`src/rtl/core/tsf_pkg.sv`:
```
`timescale 1ns / 1ps
// ----------------------------------------------------------------------------
// tsf_pkg
// Types and constants shared by the triangle scanline filler modules.
// ----------------------------------------------------------------------------
package tsf_pkg;

  localparam int COORD_BITS_DEF = 12;
  localparam int SPAN_MIN_W     = 11;
  localparam int COLOR_W        = 24;
  localparam int APB_ADDR_W     = 3;
  localparam int APB_DATA_W     = 32;

  localparam logic [SPAN_MIN_W-1:0] SPAN_START_RESET = 11'd800;

  // Register indexes on the configuration port.
  localparam int REG_SPAN_MIN_START = 0;

  // Item commands.
  localparam logic CMD_START = 1'b0;
  localparam logic CMD_STEP  = 1'b1;

  // Edge selection codes, one per triangle side.
  localparam logic [1:0] EDGE_AB = 2'd0;
  localparam logic [1:0] EDGE_AC = 2'd1;
  localparam logic [1:0] EDGE_BC = 2'd2;

  // Status returned by the edge unit.
  typedef struct packed {
    logic done;
    logic hit;
  } edge_rsp_t;

endpackage

```
`src/rtl/core/tsf_div.sv`:
```
`timescale 1ns / 1ps
// ----------------------------------------------------------------------------
// tsf_div
// Restoring unsigned divider, one quotient bit per cycle. The caller
// guarantees that the quotient fits in W bits.
// ----------------------------------------------------------------------------
module tsf_div #(
  parameter int W = 12
) (
  input  logic           clk,
  input  logic           rst,
  input  logic           start,
  input  logic [2*W-1:0] dividend,
  input  logic [W-1:0]   divisor,
  output logic           done,
  output logic [W-1:0]   quotient
);

  localparam int CNT_W = $clog2(W + 1);

  logic             busy;
  logic [CNT_W-1:0] cnt;
  logic [W-1:0]     rem;
  logic [W-1:0]     low;
  logic [W-1:0]     dvs;

  logic [W:0] shifted;
  logic [W:0] diff;
  logic       geq;

  always_comb begin
    shifted = {rem, low[W-1]};
    geq     = shifted >= {1'b0, dvs};
    diff    = shifted - {1'b0, dvs};
  end

  // The low register holds the dividend bits still to come and collects
  // the quotient bits from the right.
  always_ff @(posedge clk) begin
    if (rst) begin
      busy <= 1'b0;
      done <= 1'b0;
      cnt  <= '0;
    end else begin
      done <= 1'b0;
      if (start) begin
        rem  <= dividend[2*W-1:W];
        low  <= dividend[W-1:0];
        dvs  <= divisor;
        cnt  <= CNT_W'(W);
        busy <= 1'b1;
      end else if (busy) begin
        rem <= geq ? diff[W-1:0] : shifted[W-1:0];
        low <= {low[W-2:0], geq};
        cnt <= cnt - 1'b1;
        if (cnt == CNT_W'(1)) begin
          busy <= 1'b0;
          done <= 1'b1;
        end
      end
    end
  end

  assign quotient = low;

endmodule

```
`src/rtl/core/tsf_edge.sv`:
```
`timescale 1ns / 1ps
// ----------------------------------------------------------------------------
// tsf_edge
// Shared edge unit: tests whether one triangle side spans a row and, if so,
// interpolates its x with one multiply and an iterative signed division.
// ----------------------------------------------------------------------------
module tsf_edge
  import tsf_pkg::*;
#(
  parameter int COORD_BITS = COORD_BITS_DEF
) (
  input  logic                         clk,
  input  logic                         rst,
  input  logic                         start,
  input  logic signed [COORD_BITS-1:0] xa,
  input  logic signed [COORD_BITS-1:0] ya,
  input  logic signed [COORD_BITS-1:0] xb,
  input  logic signed [COORD_BITS-1:0] yb,
  input  logic signed [COORD_BITS-1:0] y,
  output edge_rsp_t                    rsp,
  output logic signed [COORD_BITS-1:0] x
);

  localparam int CW  = COORD_BITS;
  localparam int CW1 = COORD_BITS + 1;
  localparam int PW  = 2 * COORD_BITS + 2;

  typedef enum logic [1:0] {
    E_IDLE,
    E_MUL,
    E_DIVGO,
    E_DIVWAIT
  } edge_state_t;

  edge_state_t state;

  logic signed [CW1-1:0] dx;
  logic signed [CW1-1:0] t;
  logic signed [CW-1:0]  x0;
  logic [CW-1:0]         dy_mag;
  logic                  dy_neg;
  logic                  neg;
  logic signed [PW-1:0]  prod;

  logic signed [CW-1:0]  ylo;
  logic signed [CW-1:0]  yhi;
  logic                  spans;
  logic signed [CW1-1:0] dy_full;
  logic signed [CW1-1:0] dy_abs;
  logic signed [PW-1:0]  prod_abs;
  logic                  div_done;
  logic [CW-1:0]         quot;
  logic signed [CW1-1:0] q_ext;
  logic signed [CW1-1:0] q_signed;
  logic signed [CW1-1:0] x_sum;

  always_comb begin
    ylo      = (ya < yb) ? ya : yb;
    yhi      = (ya < yb) ? yb : ya;
    spans    = (ya != yb) && (y >= ylo) && (y <= yhi);
    dy_full  = CW1'(yb) - CW1'(ya);
    dy_abs   = dy_full[CW1-1] ? -dy_full : dy_full;
    prod_abs = prod[PW-1] ? -prod : prod;
    q_ext    = CW1'({1'b0, quot});
    q_signed = neg ? -q_ext : q_ext;
    x_sum    = CW1'(x0) + q_signed;
  end

  // Magnitudes go through the divider, so the quotient truncates toward zero.
  tsf_div #(
    .W(CW)
  ) u_div (
    .clk      (clk),
    .rst      (rst),
    .start    (state == E_DIVGO),
    .dividend (prod_abs[2*CW-1:0]),
    .divisor  (dy_mag),
    .done     (div_done),
    .quotient (quot)
  );

  always_ff @(posedge clk) begin
    if (rst) begin
      state    <= E_IDLE;
      rsp.done <= 1'b0;
      rsp.hit  <= 1'b0;
    end else begin
      rsp.done <= 1'b0;
      unique case (state)
        E_IDLE: begin
          if (start) begin
            dx     <= CW1'(xb) - CW1'(xa);
            t      <= CW1'(y) - CW1'(ya);
            x0     <= xa;
            dy_mag <= dy_abs[CW-1:0];
            dy_neg <= dy_full[CW1-1];
            if (spans) begin
              state <= E_MUL;
            end else begin
              rsp.done <= 1'b1;
              rsp.hit  <= 1'b0;
            end
          end
        end
        E_MUL: begin
          prod  <= PW'(dx) * PW'(t);
          state <= E_DIVGO;
        end
        E_DIVGO: begin
          neg   <= prod[PW-1] ^ dy_neg;
          state <= E_DIVWAIT;
        end
        E_DIVWAIT: begin
          if (div_done) begin
            x        <= x_sum[CW-1:0];
            rsp.done <= 1'b1;
            rsp.hit  <= 1'b1;
            state    <= E_IDLE;
          end
        end
        default: state <= E_IDLE;
      endcase
    end
  end

endmodule

```
`src/rtl/core/triangle_scanline_filler.sv`:
```
`timescale 1ns / 1ps
// ----------------------------------------------------------------------------
// triangle_scanline_filler
// Scanline fill of one triangle, one pixel per step transfer.
// ----------------------------------------------------------------------------
// Usage: a start transfer (cmd = CMD_START) on the item channel loads three
// vertices and a color and produces no result; the next item can follow in the next
// cycle. Each step transfer produces one result: the next pixel of the
// filled triangle, row by row from the lowest to the highest y, or a done
// result once no pixels remain. The block works on one item at a time and
// item_ready is high only when idle.
// A step inside a loaded span passes through S_WORK into the output register
// and frees the input in the same cycle as its result appears. A step that
// opens a row first sets up the span search in S_WORK and then runs the
// three sides through the shared edge unit; rows that no side crosses
// repeat this.
// The result sits in an output register until result_ready takes it. During a
// stall the block keeps taking items until a step needs the output register,
// then holds that step, and takes nothing further, until the waiting transfer.
// Reset sets span_min_start to 800 and leaves the filler idle, so a step then
// gives done. span_min_start sits at APB address 0 and may be written only
// while the block is idle.
// ----------------------------------------------------------------------------
module triangle_scanline_filler
  import tsf_pkg::*;
#(
  parameter int COORD_BITS = COORD_BITS_DEF
) (
  input  logic                         clk,
  input  logic                         rst,
  // APB configuration port
  input  logic                         psel,
  input  logic                         penable,
  input  logic                         pwrite,
  input  logic [APB_ADDR_W-1:0]        paddr,
  input  logic [APB_DATA_W-1:0]        pwdata,
  output logic [APB_DATA_W-1:0]        prdata,
  output logic                         pready,
  // Item channel
  input  logic                         item_valid,
  output logic                         item_ready,
  input  logic                         cmd,
  input  logic signed [COORD_BITS-1:0] vert_a_x,
  input  logic signed [COORD_BITS-1:0] vert_a_y,
  input  logic signed [COORD_BITS-1:0] vert_b_x,
  input  logic signed [COORD_BITS-1:0] vert_b_y,
  input  logic signed [COORD_BITS-1:0] vert_c_x,
  input  logic signed [COORD_BITS-1:0] vert_c_y,
  input  logic [COLOR_W-1:0]           fill_color,
  // Result channel
  output logic                         result_valid,
  input  logic                         result_ready,
  output logic                         pixel_valid,
  output logic                         fill_done,
  output logic signed [COORD_BITS-1:0] pixel_x,
  output logic signed [COORD_BITS-1:0] pixel_y,
  output logic [COLOR_W-1:0]           pixel_color
);

  localparam int CW     = COORD_BITS;
  localparam int SPAN_W = ((COORD_BITS > SPAN_MIN_W) ? COORD_BITS : SPAN_MIN_W) + 1;
  localparam int IDX_W  = APB_ADDR_W - 2;

  typedef enum logic [1:0] {
    S_IDLE,
    S_WORK,
    S_EDGE_GO,
    S_EDGE_WAIT
  } fill_state_t;

  fill_state_t state;

  // Configuration
  logic [SPAN_MIN_W-1:0] span_min_start;
  logic [IDX_W-1:0]      reg_idx;
  logic                  cfg_write;

  // Triangle and walk state
  logic signed [CW-1:0]  vx [3];
  logic signed [CW-1:0]  vy [3];
  logic [COLOR_W-1:0]    color_store;
  logic signed [CW-1:0]  row_now;
  logic signed [CW-1:0]  row_last;
  logic signed [CW-1:0]  column_now;
  logic signed [CW-1:0]  span_end;
  logic                  span_loaded;
  logic                  fill_active;

  // Per-row span search
  logic [1:0]               edge_sel;
  logic signed [SPAN_W-1:0] span_lo;
  logic signed [SPAN_W-1:0] span_hi;
  logic                     span_hit;
  logic signed [SPAN_W-1:0] lo_next;
  logic signed [SPAN_W-1:0] hi_next;
  logic                     hit_next;
  logic signed [SPAN_W-1:0] edge_x_ext;

  // Edge unit connection
  logic signed [CW-1:0] e_xa;
  logic signed [CW-1:0] e_ya;
  logic signed [CW-1:0] e_xb;
  logic signed [CW-1:0] e_yb;
  logic signed [CW-1:0] edge_x;
  edge_rsp_t            edge_rsp;

  // Start-time row range
  logic signed [CW-1:0] in_ylo;
  logic signed [CW-1:0] in_yhi;

  logic item_xfer;
  logic out_free;
  logic out_load;

  assign pready     = 1'b1;
  assign reg_idx    = paddr[APB_ADDR_W-1:2];
  assign cfg_write  = psel && penable && pwrite && pready;
  assign item_ready = (state == S_IDLE);
  assign item_xfer  = item_valid && item_ready;

  // The output register may be refilled in the cycle its transfer happens.
  assign out_free = !result_valid || result_ready;
  assign out_load = (state == S_WORK) && (!fill_active || span_loaded) && out_free;

  always_comb begin
    prdata = '0;
    if (reg_idx == IDX_W'(REG_SPAN_MIN_START)) begin
      prdata = APB_DATA_W'(span_min_start);
    end
  end

  always_ff @(posedge clk) begin
    if (rst) begin
      span_min_start <= SPAN_START_RESET;
    end else if (cfg_write && (reg_idx == IDX_W'(REG_SPAN_MIN_START))) begin
      span_min_start <= pwdata[SPAN_MIN_W-1:0];
    end
  end

  always_comb begin
    in_ylo = vert_a_y;
    in_yhi = vert_a_y;
    if (vert_b_y < in_ylo) in_ylo = vert_b_y;
    if (vert_c_y < in_ylo) in_ylo = vert_c_y;
    if (vert_b_y > in_yhi) in_yhi = vert_b_y;
    if (vert_c_y > in_yhi) in_yhi = vert_c_y;
  end

  always_comb begin
    unique case (edge_sel)
      EDGE_AB: begin
        e_xa = vx[0]; e_ya = vy[0]; e_xb = vx[1]; e_yb = vy[1];
      end
      EDGE_AC: begin
        e_xa = vx[0]; e_ya = vy[0]; e_xb = vx[2]; e_yb = vy[2];
      end
      default: begin
        e_xa = vx[1]; e_ya = vy[1]; e_xb = vx[2]; e_yb = vy[2];
      end
    endcase
  end

  tsf_edge #(
    .COORD_BITS(COORD_BITS)
  ) u_edge (
    .clk   (clk),
    .rst   (rst),
    .start (state == S_EDGE_GO),
    .xa    (e_xa),
    .ya    (e_ya),
    .xb    (e_xb),
    .yb    (e_yb),
    .y     (row_now),
    .rsp   (edge_rsp),
    .x     (edge_x)
  );

  // Fold the latest edge result into the running span of the row.
  always_comb begin
    edge_x_ext = SPAN_W'(edge_x);
    lo_next    = span_lo;
    hi_next    = span_hi;
    hit_next   = span_hit;
    if (edge_rsp.hit) begin
      hit_next = 1'b1;
      if (edge_x_ext < span_lo) lo_next = edge_x_ext;
      if (edge_x_ext > span_hi) hi_next = edge_x_ext;
    end
  end

  always_ff @(posedge clk) begin
    if (rst) begin
      state        <= S_IDLE;
      result_valid <= 1'b0;
      fill_active  <= 1'b0;
      span_loaded  <= 1'b0;
      edge_sel     <= EDGE_AB;
      span_hit     <= 1'b0;
      vx[0]        <= '0;
      vx[1]        <= '0;
      vx[2]        <= '0;
      vy[0]        <= '0;
      vy[1]        <= '0;
      vy[2]        <= '0;
      color_store  <= '0;
      row_now      <= '0;
      row_last     <= '0;
      column_now   <= '0;
      span_end     <= '0;
    end else begin
      if (out_load) begin
        result_valid <= 1'b1;
      end else if (result_ready) begin
        result_valid <= 1'b0;
      end
      unique case (state)
        S_IDLE: begin
          if (item_xfer) begin
            if (cmd == CMD_START) begin
              vx[0]       <= vert_a_x;
              vy[0]       <= vert_a_y;
              vx[1]       <= vert_b_x;
              vy[1]       <= vert_b_y;
              vx[2]       <= vert_c_x;
              vy[2]       <= vert_c_y;
              color_store <= fill_color;
              row_now     <= in_ylo;
              row_last    <= in_yhi;
              column_now  <= '0;
              span_end    <= '0;
              span_loaded <= 1'b0;
              fill_active <= 1'b1;
            end else begin
              state <= S_WORK;
            end
          end
        end
        S_WORK: begin
          if (!fill_active) begin
            if (out_load) begin
              pixel_valid <= 1'b0;
              fill_done   <= 1'b1;
              pixel_x     <= '0;
              pixel_y     <= '0;
              pixel_color <= '0;
              state       <= S_IDLE;
            end
          end else if (span_loaded) begin
            if (out_load) begin
              pixel_valid <= 1'b1;
              fill_done   <= 1'b0;
              pixel_x     <= column_now;
              pixel_y     <= row_now;
              pixel_color <= color_store;
              if (column_now >= span_end) begin
                span_loaded <= 1'b0;
                if (row_now >= row_last) begin
                  fill_active <= 1'b0;
                end else begin
                  row_now <= row_now + 1'b1;
                end
              end else begin
                column_now <= column_now + 1'b1;
              end
              state <= S_IDLE;
            end
          end else begin
            span_lo  <= SPAN_W'(span_min_start);
            span_hi  <= '0;
            span_hit <= 1'b0;
            edge_sel <= EDGE_AB;
            state    <= S_EDGE_GO;
          end
        end
        S_EDGE_GO: begin
          state <= S_EDGE_WAIT;
        end
        S_EDGE_WAIT: begin
          if (edge_rsp.done) begin
            span_lo  <= lo_next;
            span_hi  <= hi_next;
            span_hit <= hit_next;
            if (edge_sel == EDGE_BC) begin
              // A spanned row always has lo <= hi, and both fit the coordinate.
              if (hit_next) begin
                column_now  <= lo_next[CW-1:0];
                span_end    <= hi_next[CW-1:0];
                span_loaded <= 1'b1;
              end else if (row_now >= row_last) begin
                fill_active <= 1'b0;
              end else begin
                row_now <= row_now + 1'b1;
              end
              state <= S_WORK;
            end else begin
              edge_sel <= edge_sel + 1'b1;
              state    <= S_EDGE_GO;
            end
          end
        end
        default: state <= S_IDLE;
      endcase
    end
  end

endmodule

```
`config.mk`:
```
export PLATFORM = sky130hd
export DESIGN_NAME = triangle_scanline_filler
export DESIGN_NICKNAME = d
export VERILOG_FILES = /design/src/rtl/core/tsf_pkg.sv /design/src/rtl/core/tsf_div.sv /design/src/rtl/core/tsf_edge.sv /design/src/rtl/core/triangle_scanline_filler.sv
export SDC_FILE = /design/constraint.sdc
export NUM_CORES = 1
export LEC_CHECK = 0
export ABC_AREA = 1
export CAP_MARGIN = 25
export CORE_MARGIN = 5
export CORE_UTILIZATION = 40
export DETAILED_ROUTE_END_ITERATION = 10
export DONT_BUFFER_PORTS = 1
export MAX_ROUTING_LAYER = met4
export PLACE_DENSITY_LB_ADDON = 0.25
export REMOVE_ABC_BUFFERS = 1
export SLEW_MARGIN = 5
export SYNTH_ARGS = -nofsm -noshare
export SYNTH_HDL_FRONTEND = slang
export SYNTH_SLANG_ARGS = --single-unit
```
`constraint.sdc`:
```
create_clock -name clk -period 12.2 [get_ports clk]
set_input_delay 1.22 -clock clk [delete_from_list [all_inputs] [get_ports clk]]
set_output_delay 1.22 -clock clk [all_outputs]
set_load 0.005 [all_outputs]
```
==> flow_summary.toml <==
[run_status]
status = "complete, no violations"

[synthesis]
yosysWarnings = 0
ys.flop_type = "edfxtp_1"
synth_edf_count = 273
synthArstFlopShare = 0
synth_area_per_cell_um2 = 8.637
syn_area_um2 = 28240
seq_area_frac_synth = 0.3618
ys_types = 68
synth_seq_cells = 374
synth_cells = 3270

[timing]
slew_headroom = 0.3659
tightest_slew_ns = 0.9477
fmax_ghz = 0.1453
min_period_ns = 6.882
setup_ws_ns = 5.318
drv_slew = 0
post-route-period-util = 0.5641
finalSetupViolCount = 0
final_hold_viol_count = 0
rsz0062_at_grt = "no"
fin_skew_ns = 0.03239
fin_tns_setup_ns = 0

[power_and_ir_drop]
p_leak_nw = 14.59
p_int_w = 0.002754
clkPwrFrac = 0.332
worst_ir_drop_vdd_mv = 0.1389
switching_share = 0.3285
power_w = 0.004101
power_density_nw_per_um2 = 134.1
power_switching_w = 0.001347
pwr-share-comb = 0.291
power_frac_seq = 0.377

[global_route]
grt_pass1_wl_um = 105700
grt_pass1_vias = 19710
grt_max_degree = 73
overflow = 0
track_usage = 0.1763
antenna_found_initial = 0

[clock_tree]
path_clk_slew_ns = 0.06
clockRootBuffer = "clkbuf_16"
cts_max_level = 2
cts_made_buffers = 44
cts.path.max_buffers = 3
ctsResizeCount = 0
tritoncts = "yes"
cts_hold_buf = 0
cts.sinks = 374
insertion_delay_ns = 0.58
post_cts_buffers = 0

[critical_path]
cp_max_fo = 13
path_cells = "or2_2, fa_1, fa_1, inv_1, fa_1, inv_1, fa_1, inv_1, fa_1, fa_1, ha_1, a21oi_1, o21ai_0, a21oi_1, o21ai_0, a31oi_1, o21bai_1, a31oi_1, o21ai_0, xor2_1"
crit_top_cell = "fa_1"
critPathKind = "reg2reg"
worst-path-buf-inv = 3
worstPathRequired_ns = 12.53
path_delay_family = "adder cells"
end_kind = "flop"
start_kind = "flop"
crit_slowest_cell = "edfxtp_1"
cp_slowest_stage_delay_ns = 0.60
worst_ep_arrival_time_ns = 7.21

[place]
portBuffers = 0
pre_cts_ws_ns = 5.276
dpl.hpwl_um = 50670
place_congestion = 0.8704

[floorplanning]
initial_utilization = 0.4033
fp.dieArea_um2 = 76030
die_h_um = 275.7
io_pins = 224
core_um2 = 70030
rows = 97
die_w_um = 275.7

[final_layout]
syn2layout_area_growth_pct = 8.266
final_util = 0.4367
nets = 3775
multi_input_area_um2 = 15120
antenna_cells = 0
drive_gt1_frac = 0.05213
ff_latch_area_um2 = 10220
fill_cells = 6878

[route]
wire_per_inst_um = 15.61
drtAntennaViolNets = 0
drt_first_pass_iters = 5
vias = 20400
avgViaCountPerCell = 4.857
wirelength_um = 65590
drc = 0
dr.first_iter.drc_count = 1255

[min_path]
hp-class = "reg2reg"

[flow_run]
maxCapViolations = 0
## state kept, by name (all words and copies together), names as in the netlist, 4 cells and up
signal / cells
span_min_start: 11
u_edge.dx: 13
u_edge.prod: 25
pixel_x: 12
u_edge.dy_mag: 12
vx: 36
span_end: 12
pixel_y: 12
u_edge.t: 13
u_edge.u_div.dvs: 12
color_store: 24
vy: 36
column_now: 12
row_now: 12
u_edge.x: 12
row_last: 12
u_edge.u_div.cnt: 4
span_hi: 13
u_edge.u_div.rem: 12
span_lo: 13
pixel_color: 24
u_edge.x0: 12
u_edge.u_div.quotient: 12
## placed cells by master (no fill, tap or decap), types with 7 or more instances in the layout
cell	n
o21ai_1	28
a31oi_1	8
inv_1	633
nand4_1	23
or2_2	17
a21oi_1	220
fa_1	166
clkinv_1	10
nor2_1	242
xnor2_1	40
inv_2	9
edfxtp_1	273
o211ai_1	19
buf_4	15
nand2_2	7
a211oi_1	8
dfxtp_1	100
a21oi_2	10
clkinv_2	7
conb_1	22
a22o_1	24
nor3_1	34
mux2i_1	8
o21ai_0	188
nand3_1	88
clkbuf_16	45
xor2_1	71
mux2_2	8
ha_1	244
nand2_1	578
## cell type report
cell class	count	share of cell area
multi-input combinational	2143	0.4945
sequential	374	0.3342
inverter	646	0.07938
clock buffer	53	0.03879
tap	940	0.03846
clock inverter	29	0.01031
timing repair buffer	16	0.004337
## cell families (layout without fill, tap and decap cells)
logic type | Yosys count | after routing | share of synthesized area
AO/OA/AOI/OAI | 555 | 555 | 0.1120
XOR/XNOR | 113 | 113 | 0.03557
flip-flops | 374 | 374 | 0.3618
buffers and inverters | 773 | 744 | 0.1074
AND/OR/NAND/NOR | 1026 | 1026 | 0.1507
multiplexers | 16 | 16 | 0.006025
adder cells (fa/ha/maj) | 411 | 411 | 0.2262
other | 2 | 22 | 0.0002659
## synthesized netlist by cell type (19+ instances only)
cell | count | area share
inv_1 | 633 | 0.084
xor2_1 | 71 | 0.022
nand2_1 | 579 | 0.077
xnor2_1 | 40 | 0.012
fa_1 | 166 | 0.12
nand4_1 | 23 | 0.0051
dfxtp_1 | 101 | 0.072
buf_4 | 22 | 0.0058
nor2_1 | 245 | 0.033
nor3_1 | 35 | 0.0062
clkbuf_1 | 83 | 0.011
o21ai_0 | 188 | 0.033
a21oi_1 | 221 | 0.039
nand3_1 | 88 | 0.016
ha_1 | 245 | 0.11
edfxtp_1 | 273 | 0.29
o21ai_1 | 28 | 0.0050
a22o_1 | 24 | 0.0074
o211ai_1 | 19 | 0.0051
## metrics by stage
step / instance area (um^2) / instances / hold slack, ns
4_1_cts: 30550 / 4199 / 0.4160
2_1_floorplan: 27710 / 3163 / 0.4003
5_1_grt: 30580 / 4201 / 0.4259
3_3_place_gp: 29050 / 4117 / 0.4051
3_5_place_dp: 29050 / 4117 / 0.4081
6_report: 30580 / 4201 / 0.4158
## power by group through the flow
| stage | Clock (W) | Sequential, W | Combinational [W] |
|---|---|---|---|
| global route | 0.00145 | 0.00156 | 0.00138 |
| global placement | 0 | 0.00158 | 0.00117 |
| detailed placement | 0 | 0.00158 | 0.00118 |
| CTS | 0.00140 | 0.00155 | 0.00119 |
| finish | 0.00136 | 0.00155 | 0.00119 |
| floorplan | 0 | 0.00155 | 0.000911 |
## per-layer routing
layer  global-route usage  up-vias  part of all wire
met5                    -        -                 0
met4              0.03640        0             0.018
met3              0.02390       93             0.038
met2               0.2829      353              0.48
li1                     -    10420                 -
met1               0.2418     9538              0.47
## final timing paths
check                         from  slack [ns]  depth (start not counted)             endpoint
setup reg to reg      u_edge.dx[0]        5.32                         20      u_edge.prod[25]
hold / removal    u_edge.dy_mag[4]        0.42                          0  u_edge.u_div.dvs[4]
hold reg to reg   u_edge.dy_mag[4]        0.42                          0  u_edge.u_div.dvs[4]
setup / recovery      u_edge.dx[0]        5.32                         20      u_edge.prod[25]
Power figures use the tool's default switching activity.
